### src/hw/rtl/total_return_index_chain_macros.svh
// Assertion macros for the total return index chain.
// Each macro expects signals named clk and rst_n in the enclosing module.
`ifndef TOTAL_RETURN_INDEX_CHAIN_MACROS_SVH
`define TOTAL_RETURN_INDEX_CHAIN_MACROS_SVH

`ifndef SYNTHESIS

// Check a condition at every clock edge out of reset.
`define TRC_ASSERT(lbl, cond, msg) \
    lbl: assert property (@(posedge clk) disable iff (!rst_n) (cond)) else $error(msg);

// Check that a condition holds in the same cycle as a trigger.
`define TRC_ASSERT_IMPL(lbl, ante, cons, msg) \
    lbl: assert property (@(posedge clk) disable iff (!rst_n) (ante) |-> (cons)) \
        else $error(msg);

// Check that a condition holds in the cycle after a trigger.
`define TRC_ASSERT_NEXT(lbl, ante, cons, msg) \
    lbl: assert property (@(posedge clk) disable iff (!rst_n) (ante) |=> (cons)) \
        else $error(msg);

`else

`define TRC_ASSERT(lbl, cond, msg)
`define TRC_ASSERT_IMPL(lbl, ante, cons, msg)
`define TRC_ASSERT_NEXT(lbl, ante, cons, msg)

`endif

`endif

### src/hw/rtl/trc_pkg.sv
package trc_pkg;

    localparam int PRICE_W              = 48;
    localparam int FACTOR_W             = 40;
    localparam int RETURN_W             = 48;
    localparam int FACTOR_FRAC_BITS     = 24;
    localparam int RETURN_FRAC_BITS_DEF = 32;
    localparam int MAG_W                = 48;
    localparam int CHUNK_W              = 16;
    localparam int CHUNKS               = MAG_W / CHUNK_W;
    localparam int PROD_W               = 2 * MAG_W;
    localparam int WIDE_W               = 128;

    localparam logic [WIDE_W-1:0] SAT_NEG_LIM = WIDE_W'(48'h8000_0000_0000);
    localparam logic [WIDE_W-1:0] SAT_POS_LIM = WIDE_W'(48'h7FFF_FFFF_FFFF);

    typedef struct packed {
        logic                       series_start;
        logic signed [PRICE_W-1:0]  close_price;
        logic                       close_finite;
        logic signed [FACTOR_W-1:0] split_factor;
        logic                       factor_finite;
        logic signed [PRICE_W-1:0]  dividend_amount;
        logic                       dividend_finite;
    } sample_t;

    typedef struct packed {
        logic signed [PRICE_W-1:0]  adjusted_close;
        logic                       adjusted_known;
        logic signed [RETURN_W-1:0] daily_return;
        logic signed [PRICE_W-1:0]  index_level;
        logic                       cell_valid;
    } result_t;

    typedef enum logic [1:0] {
        MSEL_CLOSE    = 2'd0,
        MSEL_DIVIDEND = 2'd1,
        MSEL_INDEX    = 2'd2
    } mul_sel_t;

    typedef struct packed {
        logic       load_sample;
        logic       mul_clear;
        logic       mul_step;
        mul_sel_t   mul_sel;
        logic [1:0] chunk;
        logic       s_capture;
        logic       div_load;
        logic       div_step;
        logic       ret_capture;
        logic       out_write;
    } cmd_t;

    typedef struct packed {
        logic cell_ok;
        logic chain_ok;
    } dp_status_t;

    function automatic logic [MAG_W-1:0] mag48(input logic signed [MAG_W-1:0] a);
        logic [MAG_W-1:0] x;
        x = a;
        return a[MAG_W-1] ? (~x + MAG_W'(1)) : x;
    endfunction

    // Saturate a magnitude with a sign to the signed 48-bit range.
    function automatic logic signed [PRICE_W-1:0] sat48(input logic [WIDE_W-1:0] m,
                                                        input logic neg);
        logic [PRICE_W-1:0] lo;
        lo = m[PRICE_W-1:0];
        if (neg)
        begin
            if (m > SAT_NEG_LIM)
                return SAT_NEG_LIM[PRICE_W-1:0];
            return ~lo + PRICE_W'(1);
        end
        if (m > SAT_POS_LIM)
            return SAT_POS_LIM[PRICE_W-1:0];
        return lo;
    endfunction

endpackage

### src/hw/rtl/trc_stream_if.sv
interface trc_stream_if #(
    parameter type T = logic
);
    logic valid;
    logic ready;
    T     data;

    modport source (output valid, output data, input ready);
    modport sink   (input valid, input data, output ready);
endinterface

### src/hw/rtl/trc_datapath.sv
module trc_datapath #(
    parameter int RETURN_FRAC_BITS = trc_pkg::RETURN_FRAC_BITS_DEF
) (
    input  logic                clk,
    input  logic                rst_n,
    input  trc_pkg::cmd_t       cmd,
    input  trc_pkg::sample_t    sample_data,
    output trc_pkg::dp_status_t status,
    output trc_pkg::result_t    result_data
);
    import trc_pkg::*;

    localparam int NUM_W = MAG_W + 1 + RETURN_FRAC_BITS;
    localparam int DIV_W = NUM_W + (NUM_W % 2);
    localparam int REM_W = MAG_W - 1;
    localparam logic signed [MAG_W:0] ONE_Q = (MAG_W+1)'(1) << RETURN_FRAC_BITS;

    sample_t                   smp_reg;
    logic [PROD_W-1:0]         acc_reg;
    logic signed [PRICE_W-1:0] s_reg;
    logic [DIV_W-1:0]          numer_reg;
    logic [DIV_W-1:0]          quo_reg;
    logic [REM_W-1:0]          rem_reg;
    logic                      rneg_reg;
    logic signed [PRICE_W-1:0] ret_reg;
    logic [MAG_W-1:0]          growth_reg;
    logic                      gneg_reg;
    logic signed [PRICE_W-1:0] prior_close_reg;
    logic                      prior_valid_reg;
    logic signed [PRICE_W-1:0] index_reg;
    result_t                   res_reg;

    logic [MAG_W-1:0]           a_mag;
    logic [MAG_W-1:0]           b_mag;
    logic                       mneg;
    logic [PROD_W-1:0]          prod_sh;
    logic signed [PRICE_W-1:0]  divd;
    logic [1:0]                 chunk_idx;
    logic [CHUNK_W-1:0]         b_part;
    logic [MAG_W+CHUNK_W-1:0]   part;
    logic signed [PRICE_W-1:0]  mul_res;
    logic                       known;
    logic signed [MAG_W+1:0]    num;
    logic [MAG_W:0]             num_mag;
    logic [MAG_W-1:0]           dvs;
    logic [REM_W:0]             t1;
    logic [REM_W:0]             t2;
    logic                       ge1;
    logic                       ge2;
    logic [REM_W-1:0]           r1;
    logic [REM_W-1:0]           r2;
    logic signed [PRICE_W-1:0]  ret_val;
    logic signed [MAG_W:0]      growth;
    logic [MAG_W:0]             growth_neg;

    assign known = smp_reg.close_finite & smp_reg.factor_finite;
    assign divd  = smp_reg.dividend_finite ? smp_reg.dividend_amount : '0;

    always_comb
    begin
        a_mag   = '0;
        b_mag   = '0;
        mneg    = 1'b0;
        prod_sh = '0;
        case (cmd.mul_sel)
            MSEL_CLOSE:
            begin
                a_mag   = mag48(smp_reg.close_price);
                b_mag   = mag48({{(MAG_W-FACTOR_W){smp_reg.split_factor[FACTOR_W-1]}},
                                 smp_reg.split_factor});
                mneg    = smp_reg.close_price[PRICE_W-1] ^ smp_reg.split_factor[FACTOR_W-1];
                prod_sh = acc_reg >> FACTOR_FRAC_BITS;
            end
            MSEL_DIVIDEND:
            begin
                a_mag   = mag48(divd);
                b_mag   = mag48({{(MAG_W-FACTOR_W){smp_reg.split_factor[FACTOR_W-1]}},
                                 smp_reg.split_factor});
                mneg    = divd[PRICE_W-1] ^ smp_reg.split_factor[FACTOR_W-1];
                prod_sh = acc_reg >> FACTOR_FRAC_BITS;
            end
            MSEL_INDEX:
            begin
                a_mag   = mag48(index_reg);
                b_mag   = growth_reg;
                mneg    = index_reg[PRICE_W-1] ^ gneg_reg;
                prod_sh = acc_reg >> RETURN_FRAC_BITS;
            end
            default:
            begin
                a_mag = '0;
            end
        endcase
    end

    // Top chunk of the multiplier operand first.
    assign chunk_idx = 2'(CHUNKS - 1) - cmd.chunk;
    assign b_part    = b_mag[CHUNK_W*chunk_idx +: CHUNK_W];
    assign part      = a_mag * b_part;
    assign mul_res   = sat48(WIDE_W'(prod_sh), mneg);

    assign num     = $signed({{2{s_reg[PRICE_W-1]}}, s_reg})
                   + $signed({{2{mul_res[PRICE_W-1]}}, mul_res})
                   - $signed({{2{prior_close_reg[PRICE_W-1]}}, prior_close_reg});
    assign num_mag = num[MAG_W+1] ? 49'(~num + (MAG_W+2)'(1)) : num[MAG_W:0];

    // Two restoring division steps per cycle.
    assign dvs = prior_close_reg;
    assign t1  = {rem_reg, numer_reg[DIV_W-1]};
    assign ge1 = t1 >= dvs;
    assign r1  = ge1 ? REM_W'(t1 - dvs) : t1[REM_W-1:0];
    assign t2  = {r1, numer_reg[DIV_W-2]};
    assign ge2 = t2 >= dvs;
    assign r2  = ge2 ? REM_W'(t2 - dvs) : t2[REM_W-1:0];

    assign ret_val    = sat48(WIDE_W'(quo_reg), rneg_reg);
    assign growth     = ONE_Q + $signed({ret_val[PRICE_W-1], ret_val});
    assign growth_neg = ~growth + (MAG_W+1)'(1);

    assign status.cell_ok  = known && (s_reg > 0);
    assign status.chain_ok = prior_valid_reg && (prior_close_reg > 0);

    always_ff @(posedge clk or negedge rst_n)
    begin
        if (!rst_n)
        begin
            prior_close_reg <= '0;
            prior_valid_reg <= 1'b0;
            index_reg       <= '0;
        end
        else
        begin
            if (cmd.load_sample && sample_data.series_start)
                prior_valid_reg <= 1'b0;
            if (cmd.out_write)
            begin
                if (!status.cell_ok)
                begin
                    prior_valid_reg <= 1'b0;
                end
                else if (!status.chain_ok)
                begin
                    index_reg       <= s_reg;
                    prior_close_reg <= s_reg;
                    prior_valid_reg <= 1'b1;
                end
                else
                begin
                    index_reg       <= mul_res;
                    prior_close_reg <= s_reg;
                    prior_valid_reg <= 1'b1;
                end
            end
        end
    end

    always_ff @(posedge clk)
    begin
        if (cmd.load_sample)
            smp_reg <= sample_data;
        if (cmd.mul_clear)
            acc_reg <= '0;
        else if (cmd.mul_step)
            acc_reg <= (acc_reg << CHUNK_W) + PROD_W'(part);
        if (cmd.s_capture)
            s_reg <= known ? mul_res : '0;
        if (cmd.div_load)
        begin
            numer_reg <= DIV_W'({num_mag, {RETURN_FRAC_BITS{1'b0}}});
            quo_reg   <= '0;
            rem_reg   <= '0;
            rneg_reg  <= num[MAG_W+1];
        end
        else if (cmd.div_step)
        begin
            numer_reg <= numer_reg << 2;
            quo_reg   <= {quo_reg[DIV_W-3:0], ge1, ge2};
            rem_reg   <= r2;
        end
        if (cmd.ret_capture)
        begin
            ret_reg    <= ret_val;
            gneg_reg   <= growth[MAG_W];
            growth_reg <= growth[MAG_W] ? growth_neg[MAG_W-1:0] : growth[MAG_W-1:0];
        end
        if (cmd.out_write)
        begin
            res_reg.adjusted_close <= s_reg;
            res_reg.adjusted_known <= known;
            res_reg.cell_valid     <= status.cell_ok;
            if (!status.cell_ok)
            begin
                res_reg.daily_return <= '0;
                res_reg.index_level  <= '0;
            end
            else if (!status.chain_ok)
            begin
                res_reg.daily_return <= '0;
                res_reg.index_level  <= s_reg;
            end
            else
            begin
                res_reg.daily_return <= ret_reg;
                res_reg.index_level  <= mul_res;
            end
        end
    end

    assign result_data = res_reg;

endmodule

### src/hw/rtl/trc_control.sv
`include "total_return_index_chain_macros.svh"

module trc_control #(
    parameter int RETURN_FRAC_BITS = trc_pkg::RETURN_FRAC_BITS_DEF
) (
    input  logic                clk,
    input  logic                rst_n,
    input  logic                sample_valid,
    output logic                sample_ready,
    output logic                result_valid,
    input  logic                result_ready,
    input  trc_pkg::dp_status_t status,
    output trc_pkg::cmd_t       cmd
);
    import trc_pkg::*;

    localparam int NUM_W     = MAG_W + 1 + RETURN_FRAC_BITS;
    localparam int DIV_W     = NUM_W + (NUM_W % 2);
    localparam int DIV_STEPS = DIV_W / 2;
    localparam int CNT_W     = $clog2(DIV_STEPS + 1);

    typedef enum logic [9:0] {
        ST_IDLE   = 10'b00_0000_0001,
        ST_S_MUL  = 10'b00_0000_0010,
        ST_S_EVAL = 10'b00_0000_0100,
        ST_DECIDE = 10'b00_0000_1000,
        ST_D_MUL  = 10'b00_0001_0000,
        ST_D_EVAL = 10'b00_0010_0000,
        ST_DIV    = 10'b00_0100_0000,
        ST_R_EVAL = 10'b00_1000_0000,
        ST_I_MUL  = 10'b01_0000_0000,
        ST_FIN    = 10'b10_0000_0000
    } state_t;

    state_t           state_reg;
    state_t           state_next;
    logic [CNT_W-1:0] cnt_reg;
    logic [CNT_W-1:0] cnt_next;
    logic             out_valid_reg;
    logic             out_valid_next;
    logic             out_free;

    assign out_free     = !out_valid_reg || result_ready;
    assign sample_ready = (state_reg == ST_IDLE);
    assign result_valid = out_valid_reg;

    always_comb
    begin
        state_next = state_reg;
        cnt_next   = cnt_reg;
        cmd        = '0;
        cmd.chunk  = cnt_reg[1:0];
        case (state_reg)
            ST_IDLE:
            begin
                if (sample_valid)
                begin
                    cmd.load_sample = 1'b1;
                    cmd.mul_clear   = 1'b1;
                    cnt_next        = '0;
                    state_next      = ST_S_MUL;
                end
            end
            ST_S_MUL:
            begin
                cmd.mul_sel  = MSEL_CLOSE;
                cmd.mul_step = 1'b1;
                if (cnt_reg == CNT_W'(CHUNKS - 1))
                begin
                    cnt_next   = '0;
                    state_next = ST_S_EVAL;
                end
                else
                    cnt_next = cnt_reg + CNT_W'(1);
            end
            ST_S_EVAL:
            begin
                cmd.mul_sel   = MSEL_CLOSE;
                cmd.s_capture = 1'b1;
                cmd.mul_clear = 1'b1;
                state_next    = ST_DECIDE;
            end
            ST_DECIDE:
            begin
                // Gap and anchor cells skip the return arithmetic.
                if (status.cell_ok && status.chain_ok)
                    state_next = ST_D_MUL;
                else
                    state_next = ST_FIN;
            end
            ST_D_MUL:
            begin
                cmd.mul_sel  = MSEL_DIVIDEND;
                cmd.mul_step = 1'b1;
                if (cnt_reg == CNT_W'(CHUNKS - 1))
                begin
                    cnt_next   = '0;
                    state_next = ST_D_EVAL;
                end
                else
                    cnt_next = cnt_reg + CNT_W'(1);
            end
            ST_D_EVAL:
            begin
                cmd.mul_sel   = MSEL_DIVIDEND;
                cmd.div_load  = 1'b1;
                cmd.mul_clear = 1'b1;
                cnt_next      = '0;
                state_next    = ST_DIV;
            end
            ST_DIV:
            begin
                cmd.div_step = 1'b1;
                if (cnt_reg == CNT_W'(DIV_STEPS - 1))
                begin
                    cnt_next   = '0;
                    state_next = ST_R_EVAL;
                end
                else
                    cnt_next = cnt_reg + CNT_W'(1);
            end
            ST_R_EVAL:
            begin
                cmd.ret_capture = 1'b1;
                state_next      = ST_I_MUL;
            end
            ST_I_MUL:
            begin
                cmd.mul_sel  = MSEL_INDEX;
                cmd.mul_step = 1'b1;
                if (cnt_reg == CNT_W'(CHUNKS - 1))
                begin
                    cnt_next   = '0;
                    state_next = ST_FIN;
                end
                else
                    cnt_next = cnt_reg + CNT_W'(1);
            end
            ST_FIN:
            begin
                cmd.mul_sel = MSEL_INDEX;
                if (out_free)
                begin
                    cmd.out_write = 1'b1;
                    state_next    = ST_IDLE;
                end
            end
            default:
            begin
                state_next = ST_IDLE;
            end
        endcase
    end

    always_comb
    begin
        out_valid_next = out_valid_reg;
        if (out_valid_reg && result_ready)
            out_valid_next = 1'b0;
        if (cmd.out_write)
            out_valid_next = 1'b1;
    end

    always_ff @(posedge clk or negedge rst_n)
    begin
        if (!rst_n)
        begin
            state_reg     <= ST_IDLE;
            cnt_reg       <= '0;
            out_valid_reg <= 1'b0;
        end
        else
        begin
            state_reg     <= state_next;
            cnt_reg       <= cnt_next;
            out_valid_reg <= out_valid_next;
        end
    end

    `TRC_ASSERT_IMPL(a_write_needs_slot, cmd.out_write, !out_valid_reg || result_ready, "result overwritten")
    `TRC_ASSERT_NEXT(a_accept_starts_mul, (state_reg == ST_IDLE) && sample_valid, state_reg == ST_S_MUL, "accept did not start")
    `TRC_ASSERT_IMPL(a_div_count_bound, state_reg == ST_DIV, cnt_reg < DIV_STEPS, "divider overran")
    `TRC_ASSERT(a_one_unit_busy, !(cmd.mul_step && cmd.div_step), "multiplier and divider both stepping")

endmodule

### src/hw/rtl/total_return_index_chain.sv
// Channel  Dir  Word      Handshake
// sample   in   sample_t  valid/ready, accepted when both high
// result   out  result_t  valid/ready, accepted when both high
//
// Gap and anchor cells skip the dividend product, the divide and the index product;
// chained cells run every step, and the two-bit-per-cycle return divider is the
// longest of them.
// Reset clears the anchor, the prior close and the running index at once.
// A finished word waits in the output register; the next sample is taken
// meanwhile, and the block holds in its last step until that register frees.
module total_return_index_chain #(
    parameter int RETURN_FRAC_BITS = trc_pkg::RETURN_FRAC_BITS_DEF
) (
    input logic         clk,
    input logic         rst_n,
    trc_stream_if.sink   sample,
    trc_stream_if.source result
);
    import trc_pkg::*;

    cmd_t       cmd;
    dp_status_t status;
    result_t    res_data;

    // Sequence the cell: close product, then for chained cells dividend product, divide, index product.
    trc_control #(
        .RETURN_FRAC_BITS(RETURN_FRAC_BITS)
    ) u_control (
        .clk          (clk),
        .rst_n        (rst_n),
        .sample_valid (sample.valid),
        .sample_ready (sample.ready),
        .result_valid (result.valid),
        .result_ready (result.ready),
        .status       (status),
        .cmd          (cmd)
    );

    // Hold the chain state and the shared multiplier and divider.
    trc_datapath #(
        .RETURN_FRAC_BITS(RETURN_FRAC_BITS)
    ) u_datapath (
        .clk         (clk),
        .rst_n       (rst_n),
        .cmd         (cmd),
        .sample_data (sample.data),
        .status      (status),
        .result_data (res_data)
    );

    assign result.data = res_data;

endmodule

### src/flat_wrapper.sv
// flat-port wrapper written by rule: the top's interface ports become plain ports
module total_return_index_chain_flat import trc_pkg::*;
#(
    parameter int RETURN_FRAC_BITS = trc_pkg::RETURN_FRAC_BITS_DEF
)
  (clk, rst_n, sample_valid, sample_data, sample_ready, result_valid, result_data, result_ready);
  trc_stream_if #(.T(sample_t)) sample_i ();
  trc_stream_if #(.T(result_t)) result_i ();
  input logic clk;
  input logic rst_n;
  input wire logic [$bits(sample_i.valid)-1:0] sample_valid;
  input wire logic [$bits(sample_i.data)-1:0] sample_data;
  output wire logic [$bits(sample_i.ready)-1:0] sample_ready;
  output wire logic [$bits(result_i.valid)-1:0] result_valid;
  output wire logic [$bits(result_i.data)-1:0] result_data;
  input wire logic [$bits(result_i.ready)-1:0] result_ready;
  assign sample_i.valid = sample_valid;
  assign sample_i.data = sample_data;
  assign sample_ready = sample_i.ready;
  assign result_valid = result_i.valid;
  assign result_data = result_i.data;
  assign result_i.ready = result_ready;
  total_return_index_chain #(.RETURN_FRAC_BITS(RETURN_FRAC_BITS)) u_core (.clk(clk), .rst_n(rst_n), .sample(sample_i), .result(result_i));
endmodule
### config.mk
export PLATFORM = sky130hd
export DESIGN_NAME = total_return_index_chain_flat
export DESIGN_NICKNAME = d
export VERILOG_FILES = /design/src/hw/rtl/trc_pkg.sv /design/src/hw/rtl/trc_stream_if.sv /design/src/hw/rtl/trc_datapath.sv /design/src/hw/rtl/trc_control.sv /design/src/hw/rtl/total_return_index_chain.sv /design/src/flat_wrapper.sv
export VERILOG_INCLUDE_DIRS = /design/src /design/src/hw/rtl
export SDC_FILE = /design/constraint.sdc
export NUM_CORES = 2
export LEC_CHECK = 0
export BUFFER_PORTS_ARGS = -buffer_cell sky130_fd_sc_hd__buf_4
export CAP_MARGIN = 10
export CELL_PAD_IN_SITES_DETAIL_PLACEMENT = 1
export CELL_PAD_IN_SITES_GLOBAL_PLACEMENT = 1
export CORE_ASPECT_RATIO = 1.5
export CORE_MARGIN = 8
export CORE_UTILIZATION = 50
export CTS_CLUSTER_SIZE = 28
export DETAILED_ROUTE_END_ITERATION = 7
export PLACE_DENSITY = 0.91
export RECOVER_POWER = 25
export SLEW_MARGIN = 10
export SYNTH_ARGS = -nofsm -noshare
export SYNTH_HDL_FRONTEND = slang
export SYNTH_SLANG_ARGS = --single-unit
### constraint.sdc
create_clock -name clk -period 11.73 [get_ports clk]
set_input_delay 1.173 -clock clk [delete_from_list [all_inputs] [get_ports clk]]
set_output_delay 1.173 -clock clk [all_outputs]
set_load 0.02 [all_outputs]
* After elaboration in Yosys (flattened, before gate mapping)
Index checks and enable logic that the tools add are counted.
** Cells by class
- Add/sub/neg operators :: 16
- Multipliers :: 1
- Order comparisons :: 8
- Eq/ne operators :: 20
- Shift operators :: 1
- Muxes and demuxes :: 67
- Bitwise gates (word level) :: 12
- Reductions and logical operators :: 21
** Operators by type and width (count)
- 48-bit 2-to-1 mux :: 20
- 48-bit NOT :: 7
- 48-bit by 1-bit adder with 48-bit output, second input constant :: 6
- 81-bit 2-to-1 mux :: 2
- 48-bit one-hot mux with 3 select lines :: 1
- 72-bit one-hot mux with 2 select lines :: 1
- 10-bit one-hot mux with 10 select lines :: 1
- 96-bit by 64-bit adder with 96-bit output :: 1
- 48-bit greater-or-equal comparator :: 2
- 48-bit by 1-bit > comparator with 1-bit output, second input constant :: 2
- 96-bit by 47-bit > comparator with 1-bit output, second input constant :: 1
- 96-bit by 48-bit > comparator with 1-bit output, second input constant :: 1
- 48-bit one-hot mux with 2 select lines :: 1
- 47-bit 2-to-1 mux :: 2
- 47-bit subtractor :: 2
- 82-bit by 47-bit > comparator with 1-bit output, second input constant :: 1
- 82-bit by 48-bit > comparator with 1-bit output, second input constant :: 1
- 10-bit 2-to-1 mux :: 7
- 48-bit by 16-bit multiplier with 64-bit output :: 1
- 49-bit by 48-bit subtractor with 50-bit output :: 1
- 34-bit by 48-bit adder with 49-bit output, first input constant :: 1
- 48-bit by 48-bit adder with 49-bit output :: 1
- 49-bit by 2-bit adder with 49-bit output, second input constant :: 1
- 49-bit 2-to-1 mux :: 1
- 39 further kinds :: 81
** Word-level totals
- Register bits after elaboration :: 820
- Bits of input ports :: 144
- Output and inout port bits :: 148
- Word-level logic and storage cells :: 173

* Depth between registers and ports, before layout
- Depth in word-level cells :: 20
- Mapped depth :: 43
- Mapped depth without buffers :: 37

* By module
Synthesis repeated with hierarchy kept, for this count alone.
** Second synthesis, totals
- Cells, all modules :: 8934
- Area total of the unflattened synthesis :: 78494.0 µm²
** Modules (own cells, without submodules)
- trc_datapath :: times used 1, cells an instance 8814, area an instance 77390.5 µm², sequential area each 21335.5 µm²
- trc_control :: times used 1, cells an instance 120, area an instance 1103.6 µm², sequential area each 426.7 µm²

* Least setup slack after synthesis
Ideal clock, no wire load.
- Kind :: reg2reg
- Start point :: register u_core.u_datapath.smp_reg[105] (netlist bit)
- End point :: register u_core.u_datapath.acc_reg[93]
- Library setup time :: 132 ps
- Data arrival time :: 10203 ps
- Data required time :: 11598 ps
- Setup slack :: 1394 ps
- Cell stages (with the launch flop) :: 39
- Buffers on the path :: 2
- Period minus slack after synthesis :: 10336 ps
- Path through :: edfxtp_1 -> or4_1 -> or4_1 -> or3_1 -> or3_1 -> or4_4 -> nand2b_1 -> nand2b_1 -> nand2b_2 -> o31ai_2 -> xnor2_1 -> a21o_1 -> buf_2 -> nand2_1 -> fa_1 -> inv_1 -> fa_1 -> inv_1 -> (+3 left out) -> inv_1 -> fa_1 -> fa_1 -> inv_1 -> ha_1 -> a21o_1 -> a21o_1 -> a21oi_1 -> o31ai_1 -> a2111oi_0 -> or3_1 -> o221a_2 -> a21oi_1 -> o41ai_1 -> clkbuf_1 -> nor3_1 -> xnor2_1 -> a21oi_1
** Between the ends
- Word-level cells in the longest chain between the ends :: 6
** Ends and longest elaborated chain
- start: declaration :: line trc_datapath.sv:18 : sample_t smp_reg;
- start signal: assignment :: line trc_datapath.sv:160 : smp_reg <= sample_data;
- 48-bit NOT :: line trc_pkg.sv:62 : return a[MAG_W-1] ? (~x + MAG_W'(1)) : x;
- 48-bit by 1-bit adder with 48-bit output :: line trc_pkg.sv:62
- 48-bit 2-to-1 mux (*) :: line trc_pkg.sv:62
- 48-bit one-hot mux with 3 select lines (*) :: line trc_datapath.sv:65 : case (cmd.mul_sel)
- 48-bit by 16-bit multiplier with 64-bit output (*) :: line trc_datapath.sv:99 : assign part = a_mag * b_part;
- 96-bit by 64-bit adder with 96-bit output (*) :: line trc_datapath.sv:164 : acc_reg <= (acc_reg << CHUNK_W) + PROD_W'(part);
- end signal: assignment :: line trc_datapath.sv:164
- end: declaration :: line trc_datapath.sv:19 : logic [PROD_W-1:0] acc_reg;
Every way passes the cells marked *; elsewhere a longest branch is shown, timed or not.
A chain may end at the register's enable or synchronous reset.

* Final worst setup path
- Start point :: register u_core.u_datapath.smp_reg[53] (netlist bit)
- End point :: register u_core.u_datapath.acc_reg[71]
** Between the ends
- Word-level cells in the longest chain between the ends :: 7
** Ends and longest elaborated chain
- 48-bit NOT :: line trc_pkg.sv:62
- 48-bit by 1-bit adder with 48-bit output :: line trc_pkg.sv:62
- 48-bit 2-to-1 mux (*) :: line trc_pkg.sv:62
- 48-bit one-hot mux with 2 select lines (*) :: line trc_datapath.sv:65
- 48-bit by 7-bit indexed part select with 16-bit output (*) :: line trc_datapath.sv:98 : assign b_part = b_mag[CHUNK_W*chunk_idx +: CHUNK_W];
- 48-bit by 16-bit multiplier with 64-bit output (*) :: line trc_datapath.sv:99
- 96-bit by 64-bit adder with 96-bit output (*) :: line trc_datapath.sv:164
Marked as above.

==> results_dict.tcl <==
set metrics [dict create \
    outcome "finished, violations left" \
    violations "capacitance limit, slew limit" \
    startpoint_type "register" \
    final_antenna_net_count 0 \
    rr_worst_depth 33 \
    cts_hold_buf 0 \
    wl_mm 327 \
    final.hold.worst_slack_ps 451 \
    slowest_delay_ps 600 \
    gp_congestion 1.11 \
    fmax_ghz 0.0862 \
    grt_pass1_wl_mm 486 \
    min_to "u_core.u_datapath.acc_reg[13]" \
    area_delta_synth_final_pct 9.37 \
    start_util 0.503 \
    end_kind "register" \
    ys.flop_type "edfxtp_1" \
    finalMaxSlewViolations 166 \
    synth_cell_types 112 \
    synthTopCellsByArea "fa_1 19%, edfxtp_1 18%, nand2_1 5.8%" \
    clock_sinks 819 \
    die-area_um2 169000 \
    crit_top_cell "fa_1" \
    crit_arrival_ps 12190 \
    grt_start_max_net_pins 149 \
    grtUsageTotal 0.375 \
    syn_nets 10100 \
    drt_first_iter_violations 6768 \
    worst_path_max_delay_cell "o22ai_4" \
    route.detailed.drc 0 \
    vias 71700 \
    clk_path_buf_depth 3 \
    min_from "u_core.u_datapath.acc_reg[13]" \
    hold_viol 0 \
    root_buffer "clkbuf_16" \
    largest_reg_flops 146 \
    hold_path.class "reg2reg" \
    fill_cells 18200 \
    wl_per_cell_um 29.4 \
    r2r-end "u_core.u_datapath.acc_reg[71]" \
    hold_depth 2 \
    worst_pin_slew_ps 3840 \
    skew_ps 49.3 \
    cts_made_buffers 88 \
    critPathKind "reg2reg" \
    ys_warn_count 0 \
    synth_top_cell_area_share 0.190 \
    drive_gt1_frac 0.0758 \
    synth_edf_count 479 \
    ios 292 \
    rows 177 \
    netlist_instances 8909 \
    antenna_found_initial 34 \
    insertion_delay_ps 780 \
    die_w_um 339 \
    grt_pass1_vias 77500 \
    fin_crit_sh 0.989 \
    port_buffers 291 \
    ys_ff_latch 819 \
    avgSynthCellArea_um2 8.76 \
    cts_tree "done" \
    ys_seq_area_frac 0.279 \
    core_um2 155000 \
    critPathRequiredTime_ps 12320 \
    drtPass1Iterations 6 \
    worstReg2RegStart "u_core.u_datapath.smp_reg[53]" \
    tns_ps 0 \
    min_period_ps 11600 \
    setup_violations 0 \
    dpl.hpwl_mm 254 \
    grt_overflow 0 \
    synthArstFlopShare 0.139 \
    via_per_inst 6.44 \
    synth_top_cell_by_area "fa_1" \
    clk_pin_slew_ps 70 \
    max_cap_viol_count 3 \
    max_slew_margin -1.56 \
    cts_max_level 3 \
    layout.nets 10200 \
    cp_max_fo 24 \
    syn_area_um2 78000 \
    r2r_slack_ps 130 \
    die_y_um 500 \
]
-- synth_stat cells (all sizes together), types with 84 or more instances --
cell,count
nand2,1209
inv,1117
fa,740
nor2,574
o21ai,521
a21oi,483
edfxtp,479
clkbuf,409
ha,312
xnor2,243
xor2,234
and2,231
dfxtp,226
nand3,219
a21o,145
nor3,132
dfrtp,113
nor4,104
nor2b,102
o31ai,101
nand4,89
mux2i,84
-- cell families after synthesis --
logic type,count (synthesis),share of synthesized area
flip-flops,819,0.279
adder cells (fa/ha/maj),1052,0.240
buffers and inverters,1603,0.0779
AO/OA/AOI/OAI,1796,0.146
XOR/XNOR,477,0.0535
AND/OR/NAND/NOR,3013,0.183
multiplexers,149,0.0207
-- critical path: cells and delay by family (launching register included) --
kind,cells,cell delay (ps)
adder cells (fa/ha/maj),7,3600
AO/OA/AOI/OAI,12,3440
AND/OR/NAND/NOR,8,2340
buffers and inverters,4,1020
flip-flops,1,490
XOR/XNOR,2,470
-- layout by cell type (no fill, tap or decap), drive strengths merged, types with 102 or more instances in the layout --
cell    synthesis  final
a21o          145    145
a21oi         483    483
and2          231    231
buf            75    254
clkbuf        409    322
dfrtp         113    113
dfxtp         226    226
edfxtp        479    479
fa            740    740
ha            312    312
inv          1117   1123
nand2        1209   1209
nand3         219    219
nor2          574    574
nor2b         102    102
nor3          132    132
nor4          104    104
o21ai         521    521
xnor2         243    243
xor2          234    234
-- how the worst max path moves through the flow --
stage	slack [ps]	end	cells after the start	from
after floorplan	1390	u_core.u_datapath.acc_reg[93]	38	u_core.u_datapath.smp_reg[105]
final	130	u_core.u_datapath.acc_reg[71]	33	u_core.u_datapath.smp_reg[53]
after global routing	-100	u_core.u_datapath.acc_reg[71]	33	u_core.u_datapath.smp_reg[58]
after CTS	290	u_core.u_datapath.acc_reg[89]	37	u_core.u_datapath.smp_reg[53]
after detailed placement	430	u_core.u_datapath.acc_reg[89]	37	u_core.u_datapath.smp_reg[57]
after global placement	880	u_core.u_datapath.acc_reg[71]	34	u_core.u_datapath.index_reg[11]
-- layer usage --
metal,vias to the layer above,GRT usage,share of wire
met4,10,0.284,0.094
met3,1496,0.0794,0.084
li1,30100,-,-
met5,-,0.00113,0.00024
met2,3966,0.630,0.47
met1,36100,0.417,0.35
-- layout make-up --
| type | count | area (um2) | share of cell area |
|---|---|---|---|
| Multi-Input combinational cell | 6489 | 50600 | 0.593 |
| Sequential cell | 819 | 21800 | 0.255 |
| Inverter | 1119 | 4200 | 0.0492 |
| Timing Repair Buffer | 469 | 3090 | 0.0362 |
| Tap cell | 2058 | 2570 | 0.0302 |
| Clock buffer | 107 | 2400 | 0.0281 |
| Clock inverter | 58 | 713 | 0.00836 |
| Antenna cell | 6 | 15.0 | 0.000176 |
-- metrics by stage --
step / util / instance area, um2 / cells / setup WS, ps
after floorplan: - / 78000 / 8909 / 1390
after global placement: 0.532 / 82500 / 10900 / 878
after CTS: 0.553 / 85700 / 11100 / 294
after global routing: 0.550 / 85300 / 11100 / -105
after detailed placement: 0.532 / 82500 / 10900 / 426
final: 0.550 / 85300 / 11100 / 133
-- timing repair --
item / in CTS / in global routing
hold endpoints to repair: 0 / 0
buffers inserted: 0 / 2
resized for setup: 0 / 18
setup endpoints to repair: 0 / 36
Power is left out: the tool's default activity adds up to more than one toggle a clock period on the data nets, which glitch-free logic cannot reach.
